## src/sv/murmurhash2_key_hasher_assert.svh

```systemverilog
// Assertion helpers; clk and arst_n are taken from the including scope.
`ifndef MURMURHASH2_KEY_HASHER_ASSERT_SVH
`define MURMURHASH2_KEY_HASHER_ASSERT_SVH

// Same-cycle implication, checked outside reset.
`define MMH2_ASSERT_SAME(lbl, ante, cons, msg) \
	lbl: assert property (@(posedge clk) disable iff (!arst_n) (ante) |-> (cons)) \
		else $error(msg);

// Next-cycle implication, checked outside reset.
`define MMH2_ASSERT_NEXT(lbl, ante, cons, msg) \
	lbl: assert property (@(posedge clk) disable iff (!arst_n) (ante) |=> (cons)) \
		else $error(msg);

`endif

```

## src/sv/mmh2_pkg.sv

```systemverilog
package mmh2_pkg;

	localparam int unsigned WORD_W = 32;
	localparam int unsigned VB_W   = 3;

	localparam logic [WORD_W-1:0] MIX_MUL    = 32'h5bd1e995;
	localparam logic [WORD_W-1:0] SEED_RESET = 32'h34a4b627;

	localparam int unsigned WORD_SHIFT  = 24;
	localparam int unsigned FIN_SHIFT_A = 13;
	localparam int unsigned FIN_SHIFT_B = 15;

	// Register indexes on the configuration port
	localparam logic REG_HASH_SEED = 1'b0;

	typedef enum logic [2:0] {
		CMD_NONE,
		CMD_K1,
		CMD_K2,
		CMD_HF,
		CMD_TAIL,
		CMD_FIN
	} cmd_t;

	typedef struct packed {
		logic take_key;
		cmd_t op;
	} dp_ctl_t;

endpackage

```

## src/sv/mmh2_dp.sv

```systemverilog
module mmh2_dp
	import mmh2_pkg::*;
(
	input  logic              clk,
	input  logic              arst_n,
	input  dp_ctl_t           ctl,
	input  logic [WORD_W-1:0] seed,
	input  logic [WORD_W-1:0] key_word,
	input  logic [VB_W-1:0]   valid_bytes,
	input  logic [WORD_W-1:0] key_length,
	input  logic              first_word,
	output logic [WORD_W-1:0] hash_value
);

	logic [WORD_W-1:0] k_q;
	logic [WORD_W-1:0] h_q;
	logic [WORD_W-1:0] out_q;
	logic [WORD_W-1:0] key_masked;
	logic [WORD_W-1:0] mul_a;
	logic [WORD_W-1:0] prod;

	// Keep only the valid tail bytes; four or more means a full word
	always_comb begin
		case (valid_bytes)
			3'd1:    key_masked = {24'd0, key_word[7:0]};
			3'd2:    key_masked = {16'd0, key_word[15:0]};
			3'd3:    key_masked = {8'd0, key_word[23:0]};
			default: key_masked = key_word;
		endcase
	end

	// Single shared constant multiplier
	always_comb begin
		unique case (ctl.op)
			CMD_K1:   mul_a = k_q;
			CMD_K2:   mul_a = k_q ^ (k_q >> WORD_SHIFT);
			CMD_HF:   mul_a = h_q;
			CMD_TAIL: mul_a = h_q ^ k_q;
			CMD_FIN:  mul_a = h_q ^ (h_q >> FIN_SHIFT_A);
			default:  mul_a = h_q;
		endcase
	end

	assign prod = WORD_W'(mul_a * MIX_MUL);

	always_ff @(posedge clk or negedge arst_n) begin
		if (!arst_n) begin
			h_q <= '0;
		end else if (ctl.take_key) begin
			if (first_word) begin
				h_q <= seed ^ key_length;
			end
		end else if (ctl.op == CMD_HF) begin
			h_q <= prod ^ k_q;
		end else if (ctl.op == CMD_TAIL) begin
			h_q <= prod;
		end
	end

	always_ff @(posedge clk) begin
		if (ctl.take_key) begin
			k_q <= key_masked;
		end else if (ctl.op == CMD_K1 || ctl.op == CMD_K2) begin
			k_q <= prod;
		end
		if (ctl.op == CMD_FIN) begin
			out_q <= prod ^ (prod >> FIN_SHIFT_B);
		end
	end

	assign hash_value = out_q;

endmodule

```

## src/sv/mmh2_ctrl.sv

```systemverilog
module mmh2_ctrl
	import mmh2_pkg::*;
(
	input  logic            clk,
	input  logic            arst_n,
	input  logic            in_valid,
	output logic            in_ready,
	input  logic [VB_W-1:0] valid_bytes,
	input  logic            last_word,
	output logic            out_valid,
	input  logic            out_ready,
	output dp_ctl_t         ctl
);

	typedef enum logic [2:0] {
		S_IDLE,
		S_K1,
		S_K2,
		S_HF,
		S_TAIL,
		S_FIN
	} state_t;

	state_t state_q;
	logic   last_q;
	logic   out_valid_q;
	logic   accept;
	logic   fin_go;

	assign in_ready = (state_q == S_IDLE);
	assign accept   = in_valid && in_ready;
	// Finish only once the output register is free or being drained
	assign fin_go   = (state_q == S_FIN) && (!out_valid_q || out_ready);

	always_comb begin
		ctl.take_key = accept;
		unique case (state_q)
			S_K1:    ctl.op = CMD_K1;
			S_K2:    ctl.op = CMD_K2;
			S_HF:    ctl.op = CMD_HF;
			S_TAIL:  ctl.op = CMD_TAIL;
			S_FIN:   ctl.op = fin_go ? CMD_FIN : CMD_NONE;
			default: ctl.op = CMD_NONE;
		endcase
	end

	always_ff @(posedge clk or negedge arst_n) begin
		if (!arst_n) begin
			state_q     <= S_IDLE;
			last_q      <= 1'b0;
			out_valid_q <= 1'b0;
		end else begin
			if (fin_go) begin
				out_valid_q <= 1'b1;
			end else if (out_ready) begin
				out_valid_q <= 1'b0;
			end

			unique case (state_q)
				S_IDLE: begin
					if (accept) begin
						last_q <= last_word;
						if (valid_bytes[2]) begin
							state_q <= S_K1;
						end else if (valid_bytes != '0) begin
							state_q <= S_TAIL;
						end else if (last_word) begin
							state_q <= S_FIN;
						end
					end
				end
				S_K1: state_q <= S_K2;
				S_K2: state_q <= S_HF;
				S_HF, S_TAIL: begin
					state_q <= last_q ? S_FIN : S_IDLE;
				end
				S_FIN: begin
					if (fin_go) begin
						state_q <= S_IDLE;
					end
				end
				default: state_q <= S_IDLE;
			endcase
		end
	end

	assign out_valid = out_valid_q;

endmodule

```

## src/sv/murmurhash2_key_hasher.sv

```systemverilog
// A request is taken only in idle. A full word (4 valid bytes) then runs the K1, K2 and
// HF multiply steps, a word with 1 to 3 bytes runs the TAIL step, an empty word none;
// a last word then runs the FIN step, which waits until the output register is free
// or being drained, and the hash is shown after it. The next request is taken only
// after these steps; one shared 32x32 constant multiplier serves every step. Reset
// clears control, the running hash to zero and hash_seed to 0x34a4b627.
`include "murmurhash2_key_hasher_assert.svh"

module murmurhash2_key_hasher
	import mmh2_pkg::*;
(
	input  logic        clk,
	input  logic        arst_n,
	input  logic        s_axis_tvalid,
	output logic        s_axis_tready,
	input  logic [71:0] s_axis_tdata,  // key_word[31:0], valid_bytes[34:32], key_length[66:35], zero pad
	input  logic        s_axis_tuser,  // first_word
	input  logic        s_axis_tlast,  // last_word
	output logic        m_axis_tvalid,
	input  logic        m_axis_tready,
	output logic [31:0] m_axis_tdata,  // hash_value[31:0]
	input  logic        psel,
	input  logic        penable,
	input  logic        pwrite,
	input  logic [2:0]  paddr,
	input  logic [31:0] pwdata,
	output logic [31:0] prdata,
	output logic        pready
);

	logic [WORD_W-1:0] seed_q;
	dp_ctl_t           ctl;

	assign pready = 1'b1;

	always_ff @(posedge clk or negedge arst_n) begin
		if (!arst_n) begin
			seed_q <= SEED_RESET;
		end else if (psel && penable && pwrite && pready && paddr[2] == REG_HASH_SEED) begin
			seed_q <= pwdata;
		end
	end

	assign prdata = (paddr[2] == REG_HASH_SEED) ? seed_q : '0;

	mmh2_ctrl u_ctrl (
		.clk         (clk),
		.arst_n      (arst_n),
		.in_valid    (s_axis_tvalid),
		.in_ready    (s_axis_tready),
		.valid_bytes (s_axis_tdata[34:32]),
		.last_word   (s_axis_tlast),
		.out_valid   (m_axis_tvalid),
		.out_ready   (m_axis_tready),
		.ctl         (ctl)
	);

	mmh2_dp u_dp (
		.clk         (clk),
		.arst_n      (arst_n),
		.ctl         (ctl),
		.seed        (seed_q),
		.key_word    (s_axis_tdata[31:0]),
		.valid_bytes (s_axis_tdata[34:32]),
		.key_length  (s_axis_tdata[66:35]),
		.first_word  (s_axis_tuser),
		.hash_value  (m_axis_tdata)
	);

	`MMH2_ASSERT_NEXT(a_full_word_busy,
		s_axis_tvalid && s_axis_tready && s_axis_tdata[34],
		!s_axis_tready ##1 !s_axis_tready ##1 !s_axis_tready,
		"full word did not run three multiply steps")
	`MMH2_ASSERT_NEXT(a_empty_word_quick,
		s_axis_tvalid && s_axis_tready && !s_axis_tlast && s_axis_tdata[34:32] == 3'd0,
		s_axis_tready,
		"empty non-last word did not return to idle")
	`MMH2_ASSERT_SAME(a_result_after_work,
		$rose(m_axis_tvalid),
		!$past(s_axis_tready),
		"result raised without finalization step")

endmodule
```

## config.mk

```make
export PLATFORM = sky130hd
export DESIGN_NAME = murmurhash2_key_hasher
export DESIGN_NICKNAME = d
export VERILOG_FILES = /design/src/sv/mmh2_pkg.sv /design/src/sv/mmh2_dp.sv /design/src/sv/mmh2_ctrl.sv /design/src/sv/murmurhash2_key_hasher.sv
export VERILOG_INCLUDE_DIRS = /design/src /design/src/sv
export SDC_FILE = /design/constraint.sdc
export NUM_CORES = 1
export LEC_CHECK = 0
export ABC_AREA = 1
export BUFFER_PORTS_ARGS = -buffer_cell sky130_fd_sc_hd__buf_4
export CAP_MARGIN = 15
export CELL_PAD_IN_SITES_DETAIL_PLACEMENT = 1
export CELL_PAD_IN_SITES_GLOBAL_PLACEMENT = 1
export CORE_ASPECT_RATIO = 0.75
export CORE_MARGIN = 4
export CORE_UTILIZATION = 29
export CTS_BUF_LIST = sky130_fd_sc_hd__clkbuf_2 sky130_fd_sc_hd__clkbuf_4 sky130_fd_sc_hd__clkbuf_8
export DETAILED_ROUTE_END_ITERATION = 8
export GPL_TIMING_DRIVEN = 0
export PLACE_DENSITY = 0.56
export SETUP_SLACK_MARGIN = 0.05
export SYNTH_ARGS = -nofsm -noshare
export SYNTH_HDL_FRONTEND = slang
export SYNTH_SLANG_ARGS = --single-unit
export TNS_END_PERCENT = 30
```

## constraint.sdc

```tcl
create_clock -name clk -period 20.9 [get_ports clk]
set_input_delay 3.135 -clock clk [delete_from_list [all_inputs] [get_ports clk]]
set_output_delay 3.135 -clock clk [all_outputs]
set_load 0.02 [all_outputs]
```

# == After elaboration in Yosys (flattened, before gate mapping) ==
# Index checks and enable logic that the tools add are counted.
# W data, S select, Z words.
# totals
memories,0
reg_bits,133
mem_bits_rw,0
word_cells,69
romBits,0
output_inout_bits,67
latch_bits,0
# op_classes
n_div,0
reduce_logical,17
addsub,0
muxes,20
n_bitwise,7
order_cmp,0
shift,0
n_mul,1
n_eq_ne,17
# ops
operator,count
$mux W32,7
$pmux W32 S4,1
$pmux W32 S3,1
$xor A32 B32 Y32,3
$mul A32 B31 Y32 const B,1
$xor A32 B17 Y32,1
$xor A32 B19 Y32,1
$xor A32 B8 Y32,1
$pmux W3 S5,2
$mux W3,7
$eq A3 B2 Y1 const B,6
$eq A3 B3 Y1 const B,4
$eq A3 B1 Y1 const B,3
$reduce_bool A3 Y1,2
$logic_and A1 B1 Y1,5
$ne A2 B2 Y1 const B,2
$ne A4 B4 Y1 const B,1
$reduce_and A2 Y1,2
$reduce_bool A2 Y1,2
$logic_not A3 Y1,1
$reduce_and A3 Y1,1
$logic_or A1 B1 Y1,2
$mux W1,2
$ne A2 B1 Y1 const B,1
3 further kinds,3

# == Depth between registers and ports, before layout ==
# Gate-level depths: netlist of run 1.
# depth
word_depth,11
mapped_depth,41
mapped_depth_nobuf,40

# == Hierarchy ==
# From an unflattened synthesis of run 1, not the netlist that was laid out.
# hier_totals
hier_cells,2142
area_unflattened_um2,17559.3
# modules_own_cells
module,area_each_um2,seq_area_each_um2,instances,cells_per_inst
mmh2_dp,15581.2,2722.6,1,1880
murmurhash2_key_hasher,1605.3,819.5,1,212
mmh2_ctrl,372.9,125.1,1,50

# == Least setup slack after synthesis of run 1 ==
# OpenSTA, ideal clock, no wires.
# synth_path
path_type,input to register
from,in m_axis_tready
to,reg u_dp.h_q[30]
n_path_buf,2
arrival_time_ns,11.271
cell_stages,32
t_required_ns,20.774
setup_ns,0.126
setup_slack_ns,9.503
path_cell_list,nor2_1 > nor2_4 > clkbuf_1 > inv_1 > clkbuf_1 > a21oi_1 > o21ai_0 > a32oi_1 > fa_1 > fa_1 > inv_1 > fa_1 > inv_1 > fa_1 > fa_1 > fa_1 > fa_1 > inv_1 > fa_1 > inv_1 > ha_1 > inv_1 > nor3_1 > and3_1 > nand3_1 > o21ai_0 > xor2_1 > nand2_1 > o21ai_0 > o21ai_0 > nand2_1 > o21ai_0
# synth_via
elab_chain_len,10
# synth_lines
element,line_no,source
from (decl),murmurhash2_key_hasher.sv:20,"input logic m_axis_tready,"
$logic_or A1 B1 Y1 *,mmh2_ctrl.sv:33,assign fin_go = (state_q == S_FIN) && (!out_valid_q || out_ready);
$logic_and A1 B1 Y1 *,mmh2_ctrl.sv:33,
$mux W3 *,mmh2_ctrl.sv:42,S_FIN: ctl.op = fin_go ? CMD_FIN : CMD_NONE;
$pmux W3 S5 *,mmh2_ctrl.sv:37,unique case (state_q)
"$eq A3 B3 Y1, or another cell as far along",mmh2_dp.sv:34,unique case (ctl.op)
$pmux W32 S4 *,mmh2_dp.sv:34,
$mul A32 B31 Y32 *,mmh2_dp.sv:44,assign prod = WORD_W'(mul_a * MIX_MUL);
net u_dp.prod[30],mmh2_dp.sv:20,logic [WORD_W-1:0] prod;
$mux W32 or $xor A32 B32 Y32 (tied branches),"mmh2_dp.sv:55, mmh2_dp.sv:54",
$mux W32 *,mmh2_dp.sv:53,end else if (ctl.op == CMD_HF) begin
$mux W32 *,mmh2_dp.sv:49,end else if (ctl.take_key) begin
to (signal assigned),mmh2_dp.sv:51,h_q <= seed ^ key_length;
to (signal assigned),mmh2_dp.sv:54,h_q <= prod ^ k_q;
to (signal assigned),mmh2_dp.sv:56,h_q <= prod;
to (decl),mmh2_dp.sv:16,logic [WORD_W-1:0] h_q;
# The timed path passes the listed nets; every way through them passes the cells marked *. The select of a mux whose other input is x is not followed.
# A chain may end at the register's enable or synchronous reset.

# == Worst setup path after layout of run 1 ==
# layout_path
from,in m_axis_tready
to,reg u_dp.h_q[28]
# Same word-level chain as after synthesis.

==> report_table.html, run 1 <==
<table>
<tr><th>Metric</th><th>Value</th></tr>
<tr><th colspan="2">STA</th></tr>
<tr><td>RSZ-0062 raised after global routing</td><td>false</td></tr>
<tr><td>Portion of the clock cycle consumed by the worst path in the final layout</td><td>64.6%</td></tr>
<tr><td>Final critical delay including setup and external delays</td><td>13.50 ns</td></tr>
<tr><td>Final hold viol count</td><td>0</td></tr>
<tr><td>Worst clock skew on the final layout</td><td>0.0305 ns</td></tr>
<tr><td>Hold slack</td><td>0.493 ns</td></tr>
<tr><td>Transition at the pin with the smallest max-transition slack</td><td>1.48 ns</td></tr>
<tr><td>Count of final max-slew check failures</td><td>0</td></tr>
<tr><td>Achievable frequency</td><td>74.1 MHz</td></tr>
<tr><td>Setup TNS</td><td>0 ns</td></tr>
<tr><td>Number of endpoints failing setup at the final stage</td><td>0</td></tr>
<tr><td>Max-slew headroom</td><td>1.11%</td></tr>
<tr><th colspan="2">Floorplanning</th></tr>
<tr><td>Full die area</td><td>62200 sq um</td></tr>
<tr><td>Initial cell density of the core</td><td>29.3%</td></tr>
<tr><td>Std-Cell Core Area</td><td>57500 sq um</td></tr>
<tr><td>Die Width</td><td>287 microns</td></tr>
<tr><td>Die Ht</td><td>217 microns</td></tr>
<tr><td>Io pins</td><td>183</td></tr>
<tr><td>Number of cell rows</td><td>76</td></tr>
<tr><th colspan="2">Outcome</th></tr>
<tr><td>Run status</td><td>completed</td></tr>
<tr><th colspan="2">Clock tree</th></tr>
<tr><td># clock sinks</td><td>133</td></tr>
<tr><td>Skew-Pair Late Insertion Delay</td><td>0.56 ns</td></tr>
<tr><td>Deepest level of the CTS H-tree</td><td>4</td></tr>
<tr><td>Buffers from clock root to sink, at most</td><td>2</td></tr>
<tr><td>Count of instances resized after the clock tree is built</td><td>0</td></tr>
<tr><td>Number of post-CTS setup repair buffers</td><td>0</td></tr>
<tr><td>CTS tree</td><td>built</td></tr>
<tr><td>Root cell of the clock tree</td><td>sky130_fd_sc_hd__clkbuf_8</td></tr>
<tr><td>Number of buffers created by CTS</td><td>17</td></tr>
<tr><td>Clk slew on worst S/H paths</td><td>0.11 ns</td></tr>
<tr><td>Hold bufs inserted after CTS</td><td>0</td></tr>
<tr><th colspan="2">Setup path</th></tr>
<tr><td>Maximum fanout along the worst path</td><td>23</td></tr>
<tr><td>Cell with the largest stage delay on the worst path</td><td>sky130_fd_sc_hd__a221oi_1</td></tr>
<tr><td>Worst EP arrival</td><td>13.94 ns</td></tr>
<tr><td>Required time at the endpoint of the critical path</td><td>21.34 ns</td></tr>
<tr><td>Cell mode on critical path</td><td>sky130_fd_sc_hd__inv_1</td></tr>
<tr><td>Crit path launch type</td><td>primary input</td></tr>
<tr><td>Largest stage delay on the critical path</td><td>1.15 ns</td></tr>
<tr><td>Classification of the worst setup path</td><td>primary input to register</td></tr>
<tr><td>Critical path endpoint category</td><td>register</td></tr>
<tr><th colspan="2">Job</th></tr>
<tr><td>Max-cap viol count</td><td>0</td></tr>
<tr><th colspan="2">Yosys</th></tr>
<tr><td>Top cells by count, synth</td><td>sky130_fd_sc_hd__inv_1, sky130_fd_sc_hd__nand2_1, sky130_fd_sc_hd__ha_1, sky130_fd_sc_hd__fa_1, sky130_fd_sc_hd__nor2_1</td></tr>
<tr><td>Cell variety after synth</td><td>62</td></tr>
<tr><td>Netlist area before placement</td><td>16900 sq um</td></tr>
<tr><td>Number of enable flip-flop cells after synthesis</td><td>64</td></tr>
<tr><td>Flip-flop and latch count after synthesis</td><td>133</td></tr>
<tr><td>Count of yosys warnings during synthesis</td><td>0</td></tr>
<tr><td>Net Count, Synth</td><td>2503</td></tr>
<tr><td>Sequential fraction of the synthesis area</td><td>21.7%</td></tr>
<tr><td>Post-Syn Area per Cell</td><td>8.48 sq um</td></tr>
<tr><td>Cell types occupying the most area after synthesis</td><td>sky130_fd_sc_hd__fa_1, sky130_fd_sc_hd__ha_1, sky130_fd_sc_hd__edfxtp_1</td></tr>
<tr><td>Largest area contributor in the synthesized netlist</td><td>sky130_fd_sc_hd__fa_1</td></tr>
<tr><td>Dominant register cell in the synthesized netlist</td><td>sky130_fd_sc_hd__edfxtp_1</td></tr>
<tr><td>Top-count cell post-synth</td><td>sky130_fd_sc_hd__inv_1</td></tr>
<tr><td>Share of async-settable or async-resettable flops after synthesis</td><td>51.9%</td></tr>
<tr><td>Portion of synthesized cell area occupied by the leading cell type</td><td>21.5%</td></tr>
<tr><td>Number of cells produced by synthesis</td><td>1990</td></tr>
<tr><th colspan="2">Finish</th></tr>
<tr><td>Layout area overhead</td><td>16.9%</td></tr>
<tr><td>Net count, final</td><td>2708</td></tr>
<tr><td>Layout cell share with drive strength beyond 1</td><td>13.4%</td></tr>
<tr><td>Fillers</td><td>6853</td></tr>
<tr><th colspan="2">Global route</th></tr>
<tr><td>Combined global-route utilization of all metal layers</td><td>21.9%</td></tr>
<tr><td>Antenna violations before repair</td><td>0</td></tr>
<tr><td>Final global-route overflow total</td><td>0</td></tr>
<tr><td>Pin count of the biggest net entering global routing</td><td>70</td></tr>
<tr><td>Via count of the first global-routing pass</td><td>15200</td></tr>
<tr><td>First-pass GRT wire length</td><td>99200 microns</td></tr>
<tr><th colspan="2">Drt</th></tr>
<tr><td>Residual DRC</td><td>0</td></tr>
<tr><td>Via count</td><td>14300</td></tr>
<tr><td>Routed WL per cell</td><td>22.4 microns</td></tr>
<tr><td>Vias per cell</td><td>4.78</td></tr>
<tr><td>Number of design-rule violations left by the first detailed-router iteration</td><td>967</td></tr>
<tr><td>Post-Route WL</td><td>66800 microns</td></tr>
<tr><td>Number of iterations in the first detailed-routing pass</td><td>5</td></tr>
<tr><td>Residual antenna-violating net count after detailed routing</td><td>0</td></tr>
<tr><th colspan="2">Placement</th></tr>
<tr><td># port buffers</td><td>173</td></tr>
<tr><td>Placed wire-length estimate after detailed placement</td><td>55600 microns</td></tr>
<tr><td>Placer congestion estimate</td><td>0.892</td></tr>
<tr><th colspan="2">Hold path</th></tr>
<tr><td>HP Class</td><td>register to register</td></tr>
</table>
## placed cells by master, fill, tap and decap left out, drive strengths merged, types with 44 or more instances in the layout
| cell | synthesis | routed |
|---|---|---|
| nor2 | 152 | 152 |
| ha | 216 | 216 |
| fa | 181 | 181 |
| nand3 | 59 | 59 |
| xor2 | 54 | 54 |
| edfxtp | 64 | 64 |
| buf | 12 | 198 |
| xnor2 | 44 | 44 |
| inv | 513 | 522 |
| nand2 | 262 | 262 |
| a21oi | 93 | 93 |
| clkbuf | 35 | 52 |
| dfrtp | 54 | 54 |
| o21ai | 131 | 131 |
## stage by stage
stage	cells	cell area (sq um)	setup WS, ns	util [%]
2_1_floorplan	1990	16900	9.50	-
3_3_place_gp	2943	19200	5.53	33.3
6_report	2989	19700	7.40	34.3
4_1_cts	2987	19700	7.53	34.3
5_1_grt	2988	19700	6.87	34.3
3_5_place_dp	2955	19400	6.96	33.6
## per-layer routing
metal | vias to the layer above | global-route usage (%) | part of all wire, %
met1 | 7175 | 31.5 | 48
met3 | 55 | 5.91 | 7.9
met4 | 0 | 5.06 | 1.7
li1 | 6636 | - | -
met2 | 407 | 32.9 | 43
met5 | - | 0 | 0
## path summary, 6_finish.rpt
kind                                        start                end  slack (ns)  cells past startpoint
min in group asynchronous                  arst_n  u_ctrl.state_q[1]        2.74                      1
worst max-delay path                m_axis_tready       u_dp.h_q[28]        7.40                     38
worst min register to register         seed_q[29]         seed_q[29]        0.49                      2
worst max register to register  u_ctrl.state_q[1]       u_dp.h_q[28]        9.66                     38
worst min-delay path                   seed_q[29]         seed_q[29]        0.49                      2
max in group asynchronous                  arst_n        u_dp.h_q[8]       17.45                      1
## state kept, by name, summed over array words and instances (netlist names)
name and count:
u_dp.hash_value 32, u_dp.k_q 32, u_ctrl.last_q 1, seed_q 32
u_dp.h_q 32, u_ctrl.out_valid 1, u_ctrl.state_q 3
## layout make-up
type | count | area, sq um | area share (%)
repair buffers | 186 | 1470 | 7.45
inverters | 515 | 1940 | 9.83
plain buffers | 47 | 216 | 1.10
clock buffers | 17 | 234 | 1.19
multi-input cells | 1295 | 11100 | 56.2
well taps | 780 | 976 | 4.95
clock inverters | 15 | 136 | 0.691
diodes | 1 | 2.50 | 0.0127
flip-flops and latches | 133 | 3670 | 18.6
## kinds of logic after synthesis
logic type | count (synthesis) | synth area share [%]
AO/OA/AOI/OAI | 298 | 10.2
buffers and inverters | 562 | 12.8
AND/OR/NAND/NOR | 501 | 12.7
flip-flops | 133 | 21.7
adder cells (fa/ha/maj) | 397 | 37.5
XOR/XNOR | 98 | 5.13
other | 1 | 0.0222
## critical path, delay by kind of cell
| family | cells | cell delay (ns) |
|---|---|---|
| adder cells (fa/ha/maj) | 9 | 4.10 |
| buffers and inverters | 11 | 2.70 |
| AND/OR/NAND/NOR | 13 | 1.81 |
| AO/OA/AOI/OAI | 4 | 1.49 |
| XOR/XNOR | 1 | 0.66 |
Power of run 1 is not shown: default switching activity piles up to over one toggle a cycle in this logic, so the estimate is an artifact.
==> run 2, diff against run 1 <==
- ABC_AREA: 1 -> 0
- PLACE_DENSITY: 0.56 -> 0.57
- clock period: 20.9 -> 11.6 ns (I/O delays scaled with it)
==> run 2 against run 1 <==
  * Die area fell by 1.9%
  * Critical path type unchanged
  * Global-route usage fell by 1.5 points
  * First-iteration DRC count rose by 10%
  * Synthesized cell count fell by 15%
  * Design area fell by 1.8%
  * Clock skew fell by 0.0068 ns
  * Routed wire length fell by 7.6%
  * Count of clock-buffer cells in the layout rose by 1
  * Hold slack improved by 0.057 ns
  * Highest routed layer unchanged
  * Largest cell class unchanged
  * Via count fell by 8.2%
  * Non-clock buffer count rose by 5
  * Critical path depth fell by 5
==> report_table.html, run 2 <==
<table>
<tr><th>Metric</th><th>Value</th></tr>
<tr><th colspan="2">Finish</th></tr>
<tr><td>Finished Cell Area</td><td>19400 sq um (-1.8%)</td></tr>
<tr><td>Net count, final</td><td>2418 (-11%)</td></tr>
<tr><td>Total inserted antenna cells</td><td>0 (-1)</td></tr>
<tr><td>Layout area overhead</td><td>17.1%</td></tr>
<tr><td>Fillers</td><td>6430 (-6.2%)</td></tr>
<tr><td>Layout cell share with drive strength beyond 1</td><td>15.7% (+2.3 points)</td></tr>
<tr><td>Commonest cells after routing, fill and taps aside</td><td>sky130_fd_sc_hd__inv_1, sky130_fd_sc_hd__ha_1, sky130_fd_sc_hd__fa_1</td></tr>
<tr><td>Leading cell type in the layout, fill and taps excluded</td><td>sky130_fd_sc_hd__inv_1</td></tr>
<tr><th colspan="2">Hold path</th></tr>
<tr><td>HP Class</td><td>register to register</td></tr>
<tr><th colspan="2">Global route</th></tr>
<tr><td>Via count of the first global-routing pass</td><td>14200 (-6.7%)</td></tr>
<tr><td>Pin count of the biggest net entering global routing</td><td>70 (unchanged)</td></tr>
<tr><td>Final global-route overflow total</td><td>0 (unchanged)</td></tr>
<tr><td>Combined global-route utilization of all metal layers</td><td>20.4% (-1.5 points)</td></tr>
<tr><td>Antenna violations before repair</td><td>1 (+1)</td></tr>
<tr><td>First-pass GRT wire length</td><td>92800 microns (-6.5%)</td></tr>
<tr><th colspan="2">STA</th></tr>
<tr><td>Count of final max-slew check failures</td><td>0 (unchanged)</td></tr>
<tr><td>Transition at the pin with the smallest max-transition slack</td><td>1.20 ns (-0.282 ns)</td></tr>
<tr><td>Achievable frequency</td><td>92.4 MHz</td></tr>
<tr><td>Final hold viol count</td><td>0 (unchanged)</td></tr>
<tr><td>Final critical delay including setup and external delays</td><td>10.82 ns</td></tr>
<tr><td>Max-slew headroom</td><td>19.3% (+18 points)</td></tr>
<tr><td>RSZ-0062 raised after global routing</td><td>false</td></tr>
<tr><td>Portion of the clock cycle consumed by the worst path in the final layout</td><td>93.3%</td></tr>
<tr><td>Worst clock skew on the final layout</td><td>0.0237 ns (-0.00679 ns)</td></tr>
<tr><td>Number of endpoints failing setup at the final stage</td><td>0 (unchanged)</td></tr>
<tr><td>Hold slack</td><td>0.550 ns (+0.0573 ns)</td></tr>
<tr><th colspan="2">Yosys</th></tr>
<tr><td>Dominant register cell in the synthesized netlist</td><td>sky130_fd_sc_hd__edfxtp_1</td></tr>
<tr><td>Cell types occupying the most area after synthesis</td><td>sky130_fd_sc_hd__fa_1, sky130_fd_sc_hd__ha_1, sky130_fd_sc_hd__edfxtp_1</td></tr>
<tr><td>Top-count cell post-synth</td><td>sky130_fd_sc_hd__inv_1</td></tr>
<tr><td>Cell variety after synth</td><td>70 (+13%)</td></tr>
<tr><td>Sequential fraction of the synthesis area</td><td>22.2% (+0.43 points)</td></tr>
<tr><td>Share of async-settable or async-resettable flops after synthesis</td><td>51.9% (unchanged)</td></tr>
<tr><td>Number of enable flip-flop cells after synthesis</td><td>64 (unchanged)</td></tr>
<tr><td>Post-Syn Area per Cell</td><td>9.75 sq um (+15%)</td></tr>
<tr><td>Portion of synthesized cell area occupied by the leading cell type</td><td>21.9% (+0.42 points)</td></tr>
<tr><td>Flip-flop and latch count after synthesis</td><td>133 (unchanged)</td></tr>
<tr><td>Largest area contributor in the synthesized netlist</td><td>sky130_fd_sc_hd__fa_1</td></tr>
<tr><td>Netlist area before placement</td><td>16600 sq um (-1.9%)</td></tr>
<tr><td>Top cells by count, synth</td><td>sky130_fd_sc_hd__inv_1, sky130_fd_sc_hd__ha_1, sky130_fd_sc_hd__fa_1, sky130_fd_sc_hd__nand2_1, sky130_fd_sc_hd__xnor2_1</td></tr>
<tr><td>Number of cells produced by synthesis</td><td>1698 (-15%)</td></tr>
<tr><td>Count of yosys warnings during synthesis</td><td>0 (unchanged)</td></tr>
<tr><td>Net Count, Synth</td><td>2211 (-12%)</td></tr>
<tr><th colspan="2">Drt</th></tr>
<tr><td>Residual DRC</td><td>0 (unchanged)</td></tr>
<tr><td>Vias per cell</td><td>4.95 (+3.6%)</td></tr>
<tr><td>Via count</td><td>13100 (-8.2%)</td></tr>
<tr><td>Residual antenna-violating net count after detailed routing</td><td>0 (unchanged)</td></tr>
<tr><td>Number of iterations in the first detailed-routing pass</td><td>5 (unchanged)</td></tr>
<tr><td>Post-Route WL</td><td>61700 microns (-7.6%)</td></tr>
<tr><td>Number of design-rule violations left by the first detailed-router iteration</td><td>1065 (+10%)</td></tr>
<tr><td>Routed WL per cell</td><td>23.3 microns (+4.2%)</td></tr>
<tr><th colspan="2">Floorplanning</th></tr>
<tr><td>Die Width</td><td>284 microns (-0.94%)</td></tr>
<tr><td>Std-Cell Core Area</td><td>56200 sq um (-2.3%)</td></tr>
<tr><td>Io pins</td><td>183 (unchanged)</td></tr>
<tr><td>Die Ht</td><td>215 microns (-0.93%)</td></tr>
<tr><td>Initial cell density of the core</td><td>29.5% (+0.11 points)</td></tr>
<tr><td>Full die area</td><td>61000 sq um (-1.9%)</td></tr>
<tr><td>Number of cell rows</td><td>75 (-1.3%)</td></tr>
<tr><th colspan="2">Outcome</th></tr>
<tr><td>Run status</td><td>completed</td></tr>
<tr><th colspan="2">Clock tree</th></tr>
<tr><td>CTS tree</td><td>built</td></tr>
<tr><td>Number of buffers created by CTS</td><td>17 (unchanged)</td></tr>
<tr><td>Clk slew on worst S/H paths</td><td>0.09 ns (-0.02 ns)</td></tr>
<tr><td>Deepest level of the CTS H-tree</td><td>4 (unchanged)</td></tr>
<tr><td>Root cell of the clock tree</td><td>sky130_fd_sc_hd__clkbuf_8</td></tr>
<tr><td>Buffers from clock root to sink, at most</td><td>2 (unchanged)</td></tr>
<tr><td># clock sinks</td><td>133 (unchanged)</td></tr>
<tr><td>Hold bufs inserted after CTS</td><td>0 (unchanged)</td></tr>
<tr><td>Skew-Pair Late Insertion Delay</td><td>0.51 ns (-0.05 ns)</td></tr>
<tr><th colspan="2">Setup path</th></tr>
<tr><td>Crit path launch type</td><td>primary input</td></tr>
<tr><td>Critical path endpoint category</td><td>register</td></tr>
<tr><td>Worst EP arrival</td><td>11.18 ns (-2.76 ns)</td></tr>
<tr><td>Category of cells accounting for the largest share of critical-path delay</td><td>adder cells</td></tr>
<tr><td>Classification of the worst setup path</td><td>primary input to register</td></tr>
<tr><td>Cell with the largest stage delay on the worst path</td><td>sky130_fd_sc_hd__xor2_2</td></tr>
<tr><td>Number of buffer and inverter stages on the critical path</td><td>9 (-2)</td></tr>
<tr><td>Maximum fanout along the worst path</td><td>26 (+13%)</td></tr>
<tr><td>Required time at the endpoint of the critical path</td><td>11.96 ns (-9.38 ns)</td></tr>
<tr><td>Largest stage delay on the critical path</td><td>0.83 ns (-0.32 ns)</td></tr>
<tr><th colspan="2">Placement</th></tr>
<tr><td>Placed wire-length estimate after detailed placement</td><td>51300 microns (-7.7%)</td></tr>
<tr><td>Placer congestion estimate</td><td>0.895 (+0.31%)</td></tr>
<tr><td>Placement Cell Area</td><td>19000 sq um (-2.1%)</td></tr>
<tr><td># port buffers</td><td>174 (+0.58%)</td></tr>
<tr><th colspan="2">Job</th></tr>
<tr><td>Max-cap viol count</td><td>0 (unchanged)</td></tr>
</table>
run 2: metrics by stage:
| stage | util [%] | setup WS [ns] | instances | TNS, ns |
|---|---|---|---|---|
| after floorplan | - | 1.47 | 1698 | 0 |
| after global placement | 33.4 | -2.02 | 2603 | -77.00 |
| after detailed placement | 33.7 | -0.188 | 2615 | -0.422 |
| after CTS | 34.4 | 0.335 | 2647 | 0 |
| after global routing | 34.5 | 0.318 | 2649 | 0 |
| final | 34.5 | 0.780 | 2649 | 0 |
run 2: cells by family after synthesis:
kind of cell             share of synthesized area (%)
buffers and inverters                             9.55
adder cells (fa/ha/maj)                           38.2
AO/OA/AOI/OAI                                     11.9
AND/OR/NAND/NOR                                   8.29
XOR/XNOR                                          7.29
flip-flops                                        22.2
multiplexers                                      2.55
other                                           0.0227
run 2: final timing paths:
kind | slack [ns] | end | cells after the start | start
max | 0.78 | u_dp.h_q[27] | 33 | m_axis_tready
min | 0.55 | u_dp.h_q[0] | 2 | u_dp.h_q[0]
max reg2reg | 0.92 | u_dp.h_q[27] | 31 | u_ctrl.state_q[2]
min reg2reg | 0.55 | u_dp.h_q[0] | 2 | u_dp.h_q[0]
max in group asynchronous | 9.52 | u_dp.h_q[7] | 1 | arst_n
min in group asynchronous | 1.38 | seed_q[24] | 1 | arst_n
run 2: timing repair:
| item | in CTS | in global routing |
|---|---|---|
| buffers inserted | 0 | 0 |
| endpoints found under the setup margin | 0 | 5 |
| gates resized for setup | 0 | 1 |
run 2: tightest hold or removal path, cell delays in order (launching register included):
cell,delay (ns)
sky130_fd_sc_hd__dfrtp_1,0.38
sky130_fd_sc_hd__nand2_1,0.06
sky130_fd_sc_hd__o21ai_0,0.07
run 2: per-layer routing:
layer  GRT usage (%)  vias up  part of all wire, %
met3            3.36       38                  7.2
met1            32.8     6706                   51
met5               0        -                    0
met2            28.7      400                   40
li1                -     5961                    -
met4            3.26        0                  1.0
run 2: layout make-up:
type	count	area (sq um)	area share, %
multi-input cells	1153	11400	58.6
flip-flops and latches	133	3670	18.9
repair buffers	188	1460	7.51
inverters	362	1360	7.01
well taps	731	915	4.72
clock buffers	18	248	1.28
plain buffers	50	223	1.15
clock inverters	14	163	0.839
Power of run 2 is left out for the same reason.
